$ cat config.mk
export PLATFORM = sky130hd
export DESIGN_NAME = numeric_type_convert_unit_flat
export DESIGN_NICKNAME = d
export VERILOG_FILES = /design/src/hdl/ntcu_pkg.sv /design/src/hdl/ntcu_if.sv /design/src/hdl/ntcu_decode.sv /design/src/hdl/ntcu_align.sv /design/src/hdl/ntcu_round.sv /design/src/hdl/numeric_type_convert_unit.sv /design/src/flat_wrapper.sv
export SDC_FILE = /design/constraint.sdc
export NUM_CORES = 2
export LEC_CHECK = 0
export ABC_CLOCK_PERIOD_IN_PS = 24700
export BUFFER_PORTS_ARGS = -buffer_cell sky130_fd_sc_hd__buf_2
export CORE_MARGIN = 2
export CORE_UTILIZATION = 45
export DETAILED_ROUTE_END_ITERATION = 8
export GPL_TIMING_DRIVEN = 0
export SYNTH_ARGS = -nofsm -noshare
export SYNTH_HDL_FRONTEND = slang
export SYNTH_SLANG_ARGS = --single-unit
export TNS_END_PERCENT = 5
$ cat constraint.sdc
create_clock -name clk -period 24.7 [get_ports clk]
set_input_delay 4.94 -clock clk [delete_from_list [all_inputs] [get_ports clk]]
set_output_delay 4.94 -clock clk [all_outputs]
set_load 0.02 [all_outputs]
$ cat src/hdl/ntcu_pkg.sv
`timescale 1ns / 1ps
// ----------------------------------------------------------------------------
// ntcu_pkg
// Opcodes, work kinds, format constants and the pipeline word of the
// numeric type conversion unit.
// ----------------------------------------------------------------------------
package ntcu_pkg;

  // Conversion select
  typedef enum logic [4:0] {
    OP_I32_F64 = 5'd0, OP_I32_I64, OP_F64_I32, OP_I64_I32, OP_F32_F64,
    OP_F64_F32, OP_I32_F32, OP_I64_F64, OP_I64_F32, OP_F64_I64,
    OP_F32_I32, OP_F32_I64, OP_I8_I32, OP_I16_I32, OP_I8_I64,
    OP_I16_I64, OP_U8_U32, OP_U16_U32, OP_U8_U64, OP_U16_U64,
    OP_U32_U64, OP_U32_I64, OP_I32_I8, OP_I32_I16, OP_U32_U8,
    OP_U32_U16, OP_I32_U32, OP_U32_I32, OP_I64_U64, OP_U64_I64
  } op_t;

  // What the later stages still have to do with a word
  typedef enum logic [1:0] {
    KIND_INT  = 2'd0,  // result final in res
    KIND_PACK = 2'd1,  // round m * 2^q into a float format
    KIND_F2I  = 2'd2   // truncate a float to an integer
  } kind_t;

  localparam int QW = 13;

  localparam logic signed [QW-1:0] BIAS32    = 13'sd127;
  localparam logic signed [QW-1:0] BIAS64    = 13'sd1023;
  localparam logic signed [QW-1:0] MAXEXP32  = 13'sd255;
  localparam logic signed [QW-1:0] MAXEXP64  = 13'sd2047;
  localparam logic signed [QW-1:0] DROP32    = 13'sd40;   // 64 - 24
  localparam logic signed [QW-1:0] DROP64    = 13'sd11;   // 64 - 53
  localparam logic signed [QW-1:0] DROP_FULL = 13'sd64;

  typedef struct packed {
    kind_t                  kind;
    logic                   to32;    // pack target is f32
    logic                   n64;     // integer target is 64 bits
    logic                   neg;
    logic                   trap;
    logic [63:0]            res;
    logic [63:0]            m;       // magnitude, later shifted value
    logic signed [QW-1:0]   q;       // exponent, later biased exponent
    logic [5:0]             lz;
    logic                   frac;
    logic                   big;
    logic [6:0]             drop;
    logic                   guard;
    logic                   sticky;
  } pipe_t;

endpackage

$ cat src/hdl/ntcu_if.sv
`timescale 1ns / 1ps
// ----------------------------------------------------------------------------
// ntcu_in_if / ntcu_out_if
// Valid/ready channels carrying conversion requests and results.
// ----------------------------------------------------------------------------
interface ntcu_in_if;
  logic        valid;
  logic        ready;
  logic [4:0]  opcode;
  logic [63:0] operand;
  modport source (output valid, output opcode, output operand, input ready);
  modport sink   (input valid, input opcode, input operand, output ready);
endinterface

interface ntcu_out_if;
  logic        valid;
  logic        ready;
  logic [63:0] converted;
  logic        trap;
  modport source (output valid, output converted, output trap, input ready);
  modport sink   (input valid, input converted, input trap, output ready);
endinterface

$ cat src/hdl/ntcu_decode.sv
`timescale 1ns / 1ps
// ----------------------------------------------------------------------------
// ntcu_decode
// Stage 1: split the operand by opcode, finish integer conversions and float
// specials, and set up magnitude and exponent for the float stages.
// ----------------------------------------------------------------------------
module ntcu_decode (
  input  logic            clk,
  input  logic            rst,
  input  logic            en,
  input  logic            in_vld,
  input  logic [4:0]      opcode,
  input  logic [63:0]     operand,
  output logic            vld,
  output ntcu_pkg::pipe_t st
);

  ntcu_pkg::pipe_t st_next;
  logic [63:0]     x;
  logic [63:0]     sx32;
  logic [63:0]     mag;
  logic [7:0]      e32;
  logic [22:0]     f32;
  logic [10:0]     e64;
  logic [51:0]     f64;

  assign x    = operand;
  assign sx32 = {{32{x[31]}}, x[31:0]};
  assign e32  = x[30:23];
  assign f32  = x[22:0];
  assign e64  = x[62:52];
  assign f64  = x[51:0];

  always_comb begin
    st_next      = '0;
    st_next.kind = ntcu_pkg::KIND_INT;
    mag          = '0;
    unique case (ntcu_pkg::op_t'(opcode))
      ntcu_pkg::OP_I32_F64, ntcu_pkg::OP_I32_F32: begin
        st_next.neg  = x[31];
        mag          = x[31] ? (64'd0 - sx32) : sx32;
        st_next.m    = mag;
        st_next.to32 = (ntcu_pkg::op_t'(opcode) == ntcu_pkg::OP_I32_F32);
        if (mag != 64'd0) st_next.kind = ntcu_pkg::KIND_PACK;
      end
      ntcu_pkg::OP_I64_F64, ntcu_pkg::OP_I64_F32: begin
        st_next.neg  = x[63];
        mag          = x[63] ? (64'd0 - x) : x;
        st_next.m    = mag;
        st_next.to32 = (ntcu_pkg::op_t'(opcode) == ntcu_pkg::OP_I64_F32);
        if (mag != 64'd0) st_next.kind = ntcu_pkg::KIND_PACK;
      end
      ntcu_pkg::OP_F32_F64: begin
        st_next.neg = x[31];
        if (e32 == 8'hFF) begin
          st_next.res = {x[31], 11'h7FF, (f32 != 23'd0), f32[21:0], 29'd0};
        end else begin
          st_next.m    = {40'd0, (e32 != 8'd0), f32};
          st_next.q    = (e32 != 8'd0) ? (ntcu_pkg::QW'(e32) - 13'sd150) : -13'sd149;
          st_next.res  = {x[31], 63'd0};
          if (st_next.m != 64'd0) st_next.kind = ntcu_pkg::KIND_PACK;
        end
      end
      ntcu_pkg::OP_F64_F32: begin
        st_next.neg  = x[63];
        st_next.to32 = 1'b1;
        if (e64 == 11'h7FF) begin
          st_next.res = {32'd0, x[63], 8'hFF, (f64 != 52'd0), f64[50:29]};
        end else begin
          st_next.m   = {11'd0, (e64 != 11'd0), f64};
          st_next.q   = (e64 != 11'd0) ? (ntcu_pkg::QW'(e64) - 13'sd1075) : -13'sd1074;
          st_next.res = {32'd0, x[63], 31'd0};
          if (st_next.m != 64'd0) st_next.kind = ntcu_pkg::KIND_PACK;
        end
      end
      ntcu_pkg::OP_F64_I32, ntcu_pkg::OP_F64_I64: begin
        st_next.neg = x[63];
        st_next.n64 = (ntcu_pkg::op_t'(opcode) == ntcu_pkg::OP_F64_I64);
        if (e64 == 11'h7FF) begin
          st_next.trap = 1'b1;
        end else begin
          st_next.kind = ntcu_pkg::KIND_F2I;
          st_next.m    = {11'd0, (e64 != 11'd0), f64};
          st_next.q    = (e64 != 11'd0) ? (ntcu_pkg::QW'(e64) - 13'sd1075) : -13'sd1074;
        end
      end
      ntcu_pkg::OP_F32_I32, ntcu_pkg::OP_F32_I64: begin
        st_next.neg = x[31];
        st_next.n64 = (ntcu_pkg::op_t'(opcode) == ntcu_pkg::OP_F32_I64);
        if (e32 == 8'hFF) begin
          st_next.trap = 1'b1;
        end else begin
          st_next.kind = ntcu_pkg::KIND_F2I;
          st_next.m    = {40'd0, (e32 != 8'd0), f32};
          st_next.q    = (e32 != 8'd0) ? (ntcu_pkg::QW'(e32) - 13'sd150) : -13'sd149;
        end
      end
      ntcu_pkg::OP_I32_I64: st_next.res = sx32;
      ntcu_pkg::OP_I64_I32: begin
        if (sx32 != x) st_next.trap = 1'b1;
        else           st_next.res  = {32'd0, x[31:0]};
      end
      ntcu_pkg::OP_I8_I32:  st_next.res = {32'd0, {24{x[7]}}, x[7:0]};
      ntcu_pkg::OP_I16_I32: st_next.res = {32'd0, {16{x[15]}}, x[15:0]};
      ntcu_pkg::OP_I8_I64:  st_next.res = {{56{x[7]}}, x[7:0]};
      ntcu_pkg::OP_I16_I64: st_next.res = {{48{x[15]}}, x[15:0]};
      ntcu_pkg::OP_U8_U32, ntcu_pkg::OP_U8_U64:   st_next.res = {56'd0, x[7:0]};
      ntcu_pkg::OP_U16_U32, ntcu_pkg::OP_U16_U64: st_next.res = {48'd0, x[15:0]};
      ntcu_pkg::OP_U32_U64, ntcu_pkg::OP_U32_I64: st_next.res = {32'd0, x[31:0]};
      ntcu_pkg::OP_I32_I8: begin
        if (x[31:7] != {25{x[7]}}) st_next.trap = 1'b1;
        else                       st_next.res  = {56'd0, x[7:0]};
      end
      ntcu_pkg::OP_I32_I16: begin
        if (x[31:15] != {17{x[15]}}) st_next.trap = 1'b1;
        else                         st_next.res  = {48'd0, x[15:0]};
      end
      ntcu_pkg::OP_U32_U8: begin
        if (x[31:8] != 24'd0) st_next.trap = 1'b1;
        else                  st_next.res  = {56'd0, x[7:0]};
      end
      ntcu_pkg::OP_U32_U16: begin
        if (x[31:16] != 16'd0) st_next.trap = 1'b1;
        else                   st_next.res  = {48'd0, x[15:0]};
      end
      ntcu_pkg::OP_I32_U32, ntcu_pkg::OP_U32_I32: begin
        if (x[31]) st_next.trap = 1'b1;
        else       st_next.res  = {32'd0, x[31:0]};
      end
      ntcu_pkg::OP_I64_U64, ntcu_pkg::OP_U64_I64: begin
        if (x[63]) st_next.trap = 1'b1;
        else       st_next.res  = x;
      end
      default: st_next.trap = 1'b1;
    endcase
  end

  // Advance the stage
  always_ff @(posedge clk) begin
    if (rst) begin
      vld <= 1'b0;
    end else if (en) begin
      vld <= in_vld;
    end
    if (en) begin
      st <= st_next;
    end
  end

endmodule

$ cat src/hdl/ntcu_align.sv
`timescale 1ns / 1ps
// ----------------------------------------------------------------------------
// ntcu_align
// Stages 2 and 3: leading-zero count and normalize for packing; shift to
// integer and range check for float-to-int.
// ----------------------------------------------------------------------------
module ntcu_align (
  input  logic            clk,
  input  logic            rst,
  input  logic            en,
  input  logic            in_vld,
  input  ntcu_pkg::pipe_t in_st,
  output logic            vld,
  output ntcu_pkg::pipe_t st
);

  logic            vld2;
  ntcu_pkg::pipe_t st2;
  ntcu_pkg::pipe_t st2_next;
  ntcu_pkg::pipe_t st_next;

  logic [5:0]                    sh;
  logic signed [ntcu_pkg::QW-1:0] d;
  logic signed [ntcu_pkg::QW-1:0] bexp;
  logic signed [ntcu_pkg::QW-1:0] dd;
  logic [63:0]                   lim;
  logic [63:0]                   sbit;

  function automatic logic [5:0] lzc(input logic [63:0] v);
    logic [5:0] n;
    n = 6'd0;
    for (int i = 0; i < 64; i++) begin
      if (v[i]) n = 6'(63 - i);
    end
    return n;
  endfunction

  // Stage 2: count zeros, or shift the float to an integer
  always_comb begin
    st2_next = in_st;
    sh       = 6'(7'd64 - 7'(in_st.q));
    d        = -in_st.q;
    case (in_st.kind)
      ntcu_pkg::KIND_PACK: st2_next.lz = lzc(in_st.m);
      ntcu_pkg::KIND_F2I: begin
        if (!in_st.q[ntcu_pkg::QW-1]) begin
          if (in_st.q >= ntcu_pkg::DROP_FULL) begin
            st2_next.big = (in_st.m != 64'd0);
            st2_next.m   = 64'd0;
          end else begin
            st2_next.big = (in_st.q != '0) && ((in_st.m >> sh) != 64'd0);
            st2_next.m   = in_st.m << in_st.q[5:0];
          end
        end else if (d >= ntcu_pkg::DROP_FULL) begin
          st2_next.m    = 64'd0;
          st2_next.frac = (in_st.m != 64'd0);
        end else begin
          st2_next.m    = in_st.m >> d[5:0];
          st2_next.frac = (in_st.m & ((64'd1 << d[5:0]) - 64'd1)) != 64'd0;
        end
      end
      default: ;
    endcase
  end

  // Stage 3: normalize and find the drop count, or check the range
  always_comb begin
    st_next = st2;
    bexp    = st2.q - ntcu_pkg::QW'(st2.lz) + 13'sd63
            + (st2.to32 ? ntcu_pkg::BIAS32 : ntcu_pkg::BIAS64);
    dd      = (st2.to32 ? ntcu_pkg::DROP32 : ntcu_pkg::DROP64)
            + ((bexp < 13'sd1) ? (13'sd1 - bexp) : 13'sd0);
    lim     = st2.n64 ? (64'd1 << 63) : (64'd1 << 31);
    sbit    = st2.to32 ? {32'd0, st2.neg, 31'd0} : {st2.neg, 63'd0};
    case (st2.kind)
      ntcu_pkg::KIND_PACK: begin
        st_next.m = st2.m << st2.lz;
        st_next.q = bexp;
        if (dd > ntcu_pkg::DROP_FULL) begin
          st_next.kind = ntcu_pkg::KIND_INT;
          st_next.res  = sbit;
        end else begin
          st_next.drop = 7'(dd);
        end
      end
      ntcu_pkg::KIND_F2I: begin
        st_next.trap = st2.big
          || (!st2.neg && (st2.m > lim - 64'd1 || (st2.m == lim - 64'd1 && st2.frac)))
          || (st2.neg && (st2.m > lim || (st2.m == lim && st2.frac)));
      end
      default: ;
    endcase
  end

  // Advance both stages
  always_ff @(posedge clk) begin
    if (rst) begin
      vld2 <= 1'b0;
      vld  <= 1'b0;
    end else if (en) begin
      vld2 <= in_vld;
      vld  <= vld2;
    end
    if (en) begin
      st2 <= st2_next;
      st  <= st_next;
    end
  end

endmodule

$ cat src/hdl/ntcu_round.sv
`timescale 1ns / 1ps
// ----------------------------------------------------------------------------
// ntcu_round
// Stages 4 and 5: cut off dropped bits with guard and sticky, then round to
// nearest even and pack; negate and mask float-to-int results.
// ----------------------------------------------------------------------------
module ntcu_round (
  input  logic            clk,
  input  logic            rst,
  input  logic            en,
  input  logic            in_vld,
  input  ntcu_pkg::pipe_t in_st,
  output logic            vld,
  output ntcu_pkg::pipe_t st
);

  logic            vld4;
  ntcu_pkg::pipe_t st4;
  ntcu_pkg::pipe_t st4_next;
  ntcu_pkg::pipe_t st_next;

  logic [5:0]  d1;
  logic [63:0] t2;
  logic [63:0] kept;
  logic [63:0] sbit;
  logic [63:0] expf;
  logic        inc;

  // Stage 4: split kept bits from the rest
  always_comb begin
    st4_next = in_st;
    d1       = 6'(in_st.drop - 7'd1);
    t2       = in_st.neg ? (64'd0 - in_st.m) : in_st.m;
    case (in_st.kind)
      ntcu_pkg::KIND_PACK: begin
        st4_next.m      = in_st.drop[6] ? 64'd0 : (in_st.m >> in_st.drop[5:0]);
        st4_next.guard  = in_st.m[d1];
        st4_next.sticky = (in_st.m & ((64'd1 << d1) - 64'd1)) != 64'd0;
      end
      ntcu_pkg::KIND_F2I: begin
        st4_next.kind = ntcu_pkg::KIND_INT;
        st4_next.res  = in_st.n64 ? t2 : {32'd0, t2[31:0]};
      end
      default: ;
    endcase
  end

  // Stage 5: round and pack
  always_comb begin
    st_next = st4;
    inc     = st4.guard && (st4.sticky || st4.m[0]);
    kept    = st4.m + {63'd0, inc};
    sbit    = st4.to32 ? {32'd0, st4.neg, 31'd0} : {st4.neg, 63'd0};
    expf    = st4.to32 ? (64'(st4.q - 13'sd1) << 23) : (64'(st4.q - 13'sd1) << 52);
    if (st4.kind == ntcu_pkg::KIND_PACK) begin
      st_next.kind = ntcu_pkg::KIND_INT;
      if (st4.q >= (st4.to32 ? ntcu_pkg::MAXEXP32 : ntcu_pkg::MAXEXP64)) begin
        st_next.res = sbit | (st4.to32 ? {32'd0, 1'b0, 8'hFF, 23'd0}
                                       : {1'b0, 11'h7FF, 52'd0});
      end else if (st4.q < 13'sd1) begin
        st_next.res = sbit | kept;
      end else begin
        st_next.res = sbit | (expf + kept);
      end
    end
  end

  // Advance both stages
  always_ff @(posedge clk) begin
    if (rst) begin
      vld4 <= 1'b0;
      vld  <= 1'b0;
    end else if (en) begin
      vld4 <= in_vld;
      vld  <= vld4;
    end
    if (en) begin
      st4 <= st4_next;
      st  <= st_next;
    end
  end

endmodule

$ cat src/hdl/numeric_type_convert_unit.sv
`timescale 1ns / 1ps
// ----------------------------------------------------------------------------
// numeric_type_convert_unit
// Converts among i8..i64, u8..u64, f32 and f64 in a five-stage pipeline.
// ----------------------------------------------------------------------------
// Usage:
//   in_word carries opcode and operand; out_word carries converted and trap,
//   one result word for every request word, in order.
//   The accepting edge loads the first of five register stages, and
//   out_word.valid rises when the word reaches the last stage; one word
//   is taken every cycle while the receiver keeps up. The five register
//   stages are: decode, leading-zero count or float-to-int shift, normalize
//   or range check, bit cut with guard/sticky, round and pack.
//   When out_word.ready is low with a result waiting, the whole pipeline
//   holds and in_word.ready drops; nothing is lost or repeated. A free slot
//   at the output keeps the pipeline moving.
//   A trapped conversion (NaN, infinity, out of range, unknown opcode)
//   returns converted = 0 with trap = 1.
//   Reset (rst, synchronous) empties all stages; no clearing pass follows.
// ----------------------------------------------------------------------------
module numeric_type_convert_unit (
  input  logic       clk,
  input  logic       rst,
  ntcu_in_if.sink    in_word,
  ntcu_out_if.source out_word
);

  logic            en;
  logic            v1;
  logic            v3;
  logic            v5;
  ntcu_pkg::pipe_t s1;
  ntcu_pkg::pipe_t s3;
  ntcu_pkg::pipe_t s5;

  // Advance whenever the output slot is empty or being taken
  assign en            = !v5 || out_word.ready;
  assign in_word.ready = en;

  ntcu_decode u_decode (
    .clk     (clk),
    .rst     (rst),
    .en      (en),
    .in_vld  (in_word.valid),
    .opcode  (in_word.opcode),
    .operand (in_word.operand),
    .vld     (v1),
    .st      (s1)
  );

  ntcu_align u_align (
    .clk    (clk),
    .rst    (rst),
    .en     (en),
    .in_vld (v1),
    .in_st  (s1),
    .vld    (v3),
    .st     (s3)
  );

  ntcu_round u_round (
    .clk    (clk),
    .rst    (rst),
    .en     (en),
    .in_vld (v3),
    .in_st  (s3),
    .vld    (v5),
    .st     (s5)
  );

  // Drive the result word; zero the pattern on a trap
  assign out_word.valid     = v5;
  assign out_word.trap      = s5.trap;
  assign out_word.converted = s5.trap ? 64'd0 : s5.res;

endmodule

$ cat src/flat_wrapper.sv
// flat-port wrapper written by rule: the top's interface ports become plain ports
module numeric_type_convert_unit_flat 
  (clk, rst, in_word_valid, in_word_opcode, in_word_operand, in_word_ready, out_word_valid, out_word_converted, out_word_trap, out_word_ready);
  ntcu_in_if in_word_i ();
  ntcu_out_if out_word_i ();
  input  logic clk;
  input  logic rst;
  input wire logic [$bits(in_word_i.valid)-1:0] in_word_valid;
  input wire logic [$bits(in_word_i.opcode)-1:0] in_word_opcode;
  input wire logic [$bits(in_word_i.operand)-1:0] in_word_operand;
  output wire logic [$bits(in_word_i.ready)-1:0] in_word_ready;
  output wire logic [$bits(out_word_i.valid)-1:0] out_word_valid;
  output wire logic [$bits(out_word_i.converted)-1:0] out_word_converted;
  output wire logic [$bits(out_word_i.trap)-1:0] out_word_trap;
  input wire logic [$bits(out_word_i.ready)-1:0] out_word_ready;
  assign in_word_i.valid = in_word_valid;
  assign in_word_i.opcode = in_word_opcode;
  assign in_word_i.operand = in_word_operand;
  assign in_word_ready = in_word_i.ready;
  assign out_word_valid = out_word_i.valid;
  assign out_word_converted = out_word_i.converted;
  assign out_word_trap = out_word_i.trap;
  assign out_word_i.ready = out_word_ready;
  numeric_type_convert_unit u_core (.clk(clk), .rst(rst), .in_word(in_word_i), .out_word(out_word_i));
endmodule
==> impl_metrics.ini <==
[critical_path]
cp.arrival_ns = 6.26
start_kind = primary input
required_ns = 19.76
worst_setup_path_end_kind = output pin
worst-path-max-fanout = 73
crit_type = primary input to output pin

[synthesis]
syn_nets = 7209
synth_seq_cells = 672
syn_avg_cell_area_um2 = 8.67
synth_area_leaders = edfxtp_1 33%, mux4_2 7.5%, nand2_1 7.3%
synth_top_flop_cell = edfxtp_1
netlist_instances = 6994
synthArstFlopShare_pct = 0
synth_top_area_share_pct = 33.0
yosysWarnings = 0
synthMostInstantiatedCell = nand2_1
synth_enable_flop_cells = 667
synth-seq-area-share_pct = 33.2
ys_types = 115
yosys.area.top_type = edfxtp_1
synth_commonest_cells = 1,174 x nand2_1, 667 x edfxtp_1, 586 x o21ai_0
netlist_area_um2 = 60700

[die]
num_rows = 134
die_height_um = 371
die_w_um = 371
coreArea_um2 = 134000
start_util_pct = 45.4
dieArea_um2 = 138000
io_pins = 140

[detailed_routing]
routed_wl_mm = 315
vias_per_cell = 7.03
firstDrtPassIters = 9
vias = 63500
wl_per_cell_um = 34.9
drc = 23
dr.first_iter.drc_count = 10400
ant_nets = 0

[place]
dpl-instance-area_um2 = 63600
hpwl_mm = 241
io_buffers = 113
place_congestion = 1.09

[final_layout]
layout-drive-gt1-share_pct = 8.97
final_cell_area_um2 = 66100
fill_cells = 12900
areaGrowthSynthToFinish_pct = 8.90
fin_nets = 7404

[global_route]
grt_usage_pct = 44.3
grt_pass1_wl_mm = 435
grt_pass1_vias = 58900
antenna_found_initial = 14
grt-ovfl-total = 0
grt_max_degree = 136

[clock_tree]
root_buffer = clkbuf_16
cts_tree = built
holdBufCountCts = 0
cts_buffers = 75
cts_buffer_depth = 3
cts_setup_buffers = 0
clkLatencyLatePin_ns = 0.71
clk_pin_slew_ns = 0.06
htreeDepth = 3
post_cts_resized = 0
clkSinkCount = 672

[run]
cap_violations = 1

[timing]
hold_viol = 0
setup_viol = 0
maxSlewHeadroom_pct = -5.73
fin_crit_sh_pct = 45.3
rsz0062_at_grt = no
clock.fmax_mhz = 89.3
tightest_slew_ns = 1.59
final.setup_skew_ns = 0.0534
tns_ns = 0
final_max_slew_viol_count = 5
min_period_ns = 11.20

[power_and_ir_drop]
peakVddDrop_mv = 0.0466
fin_total_pwr_mw = 5.26
p_leak_nw = 25.2
p_per_area_nw_per_um2 = 79.6

[status]
violations = design-rule violations, max-capacitance violations, max-slew violations
status = complete, but fails checks

[min_path]
hold_path_class = flop to flop
[layout by cell type, fill, tap and decap left out, types with 24 or more instances in the layout]
cell and count:
o221ai_1 47, o22ai_1 56, clkbuf_16 76, and2_1 107, or2_2 35, nor2b_1 140
buf_2 164, or4_1 27, mux2i_1 248, edfxtp_1 667, o211ai_1 63, nor3_1 143
clkbuf_1 527, ha_1 138, or3_1 52, o2111ai_1 24, a21o_1 72, nand2b_1 52
xor2_1 167, nor4_1 76, nand4_1 76, mux4_2 203, nand2_1 1174, o31ai_1 89
buf_1 68, a22oi_1 74, a221o_1 39, a211oi_1 87, o21ai_0 586, o21a_1 36
xnor2_1 148, a21oi_1 344, and3_1 48, a31oi_1 56, mux2_2 54, inv_1 129
nor2_1 467, a22o_1 62, nand3_1 152
[final timing paths]
| kind | end | slack [ns] | startpoint | depth (start not counted) |
|---|---|---|---|---|
| worst min register to register | u_core.u_align.st2[158] | 0.40 | u_core.u_decode.st[158] | 0 |
| worst max-delay path | in_word_ready | 13.50 | out_word_ready | 5 |
| worst max register to register | u_core.u_align.st2[10] | 15.20 | u_core.u_decode.st[17] | 23 |
| worst min-delay path | u_core.u_align.st2[158] | 0.40 | u_core.u_decode.st[158] | 0 |
[power breakdown]
group | internal [mW] | total, mW | switching [mW] | leakage, nW
Sequential | 1.43 | 1.59 | 0.166 | 8.00
Combinational | 0.786 | 2.55 | 1.77 | 16.0
Clock | 0.626 | 1.11 | 0.484 | 1.17
Total | 2.84 | 5.26 | 2.42 | 25.2
[cell type report]
type / instances / area, µm² / share of cell area [%]
inverters: 137 / 522 / 0.790
clock buffers: 90 / 1950 / 2.96
flip-flops and latches: 672 / 20100 / 30.5
clock inverters: 42 / 469 / 0.710
multi-input cells: 5537 / 37500 / 56.7
plain buffers: 648 / 2580 / 3.90
diodes: 13 / 32.5 / 0.0492
well taps: 1768 / 2210 / 3.35
repair buffers: 118 / 703 / 1.06
[critical path, cell delays in order]
cell and delay (ns):
buf_2 0.10, nor2b_1 0.10, clkbuf_1 0.42, inv_8 0.30, buf_2 0.29
[logic make-up (layout without fill, tap and decap cells)]
family          after synthesis  after routing  synth area share, %
compound gates             1911           1911                 20.8
xor+xnor                    317            317                 4.61
fa+ha+maj                   142            142                 2.98
buf+inv                     785           1035                 5.10
flops                       672            672                 33.2
mux                         505            505                 12.6
other cells                   0             13                    0
simple gates               2662           2662                 20.7
[flip-flops by register name, summed over array words and instances, names as in the netlist]
signal               cells
u_core.u_align.vld2      1
u_core.u_align.st      154
u_core.u_align.st2     154
u_core.u_round.st       65
u_core.u_round.st4     148
u_core.u_decode.st     146
u_core.u_round.vld       1
u_core.u_align.vld       1
u_core.u_round.vld4      1
u_core.u_decode.vld      1
[stage by stage]
stage,worst slack [ns],hold WS (ns),instances,util (%)
final,13.50,0.402,9025,49.4
after detailed placement,13.52,0.405,8880,47.6
after floorplan,1.70,0.400,6994,-
after global routing,13.41,0.403,9012,49.4
after global placement,-5.00,0.401,8875,47.5
after CTS,13.52,0.398,9012,49.4
[layer usage]
layer | vias to the layer above | routed length [µm] | track usage, %
li1 | 26600 | - | -
met1 | 30500 | 117000 | 56.5
met2 | 5125 | 132000 | 65.7
met3 | 1231 | 38100 | 11.2
met4 | 14 | 27000 | 30.7
met5 | - | 98 | 0
No activity file was read; power rests on OpenSTA's default activity.
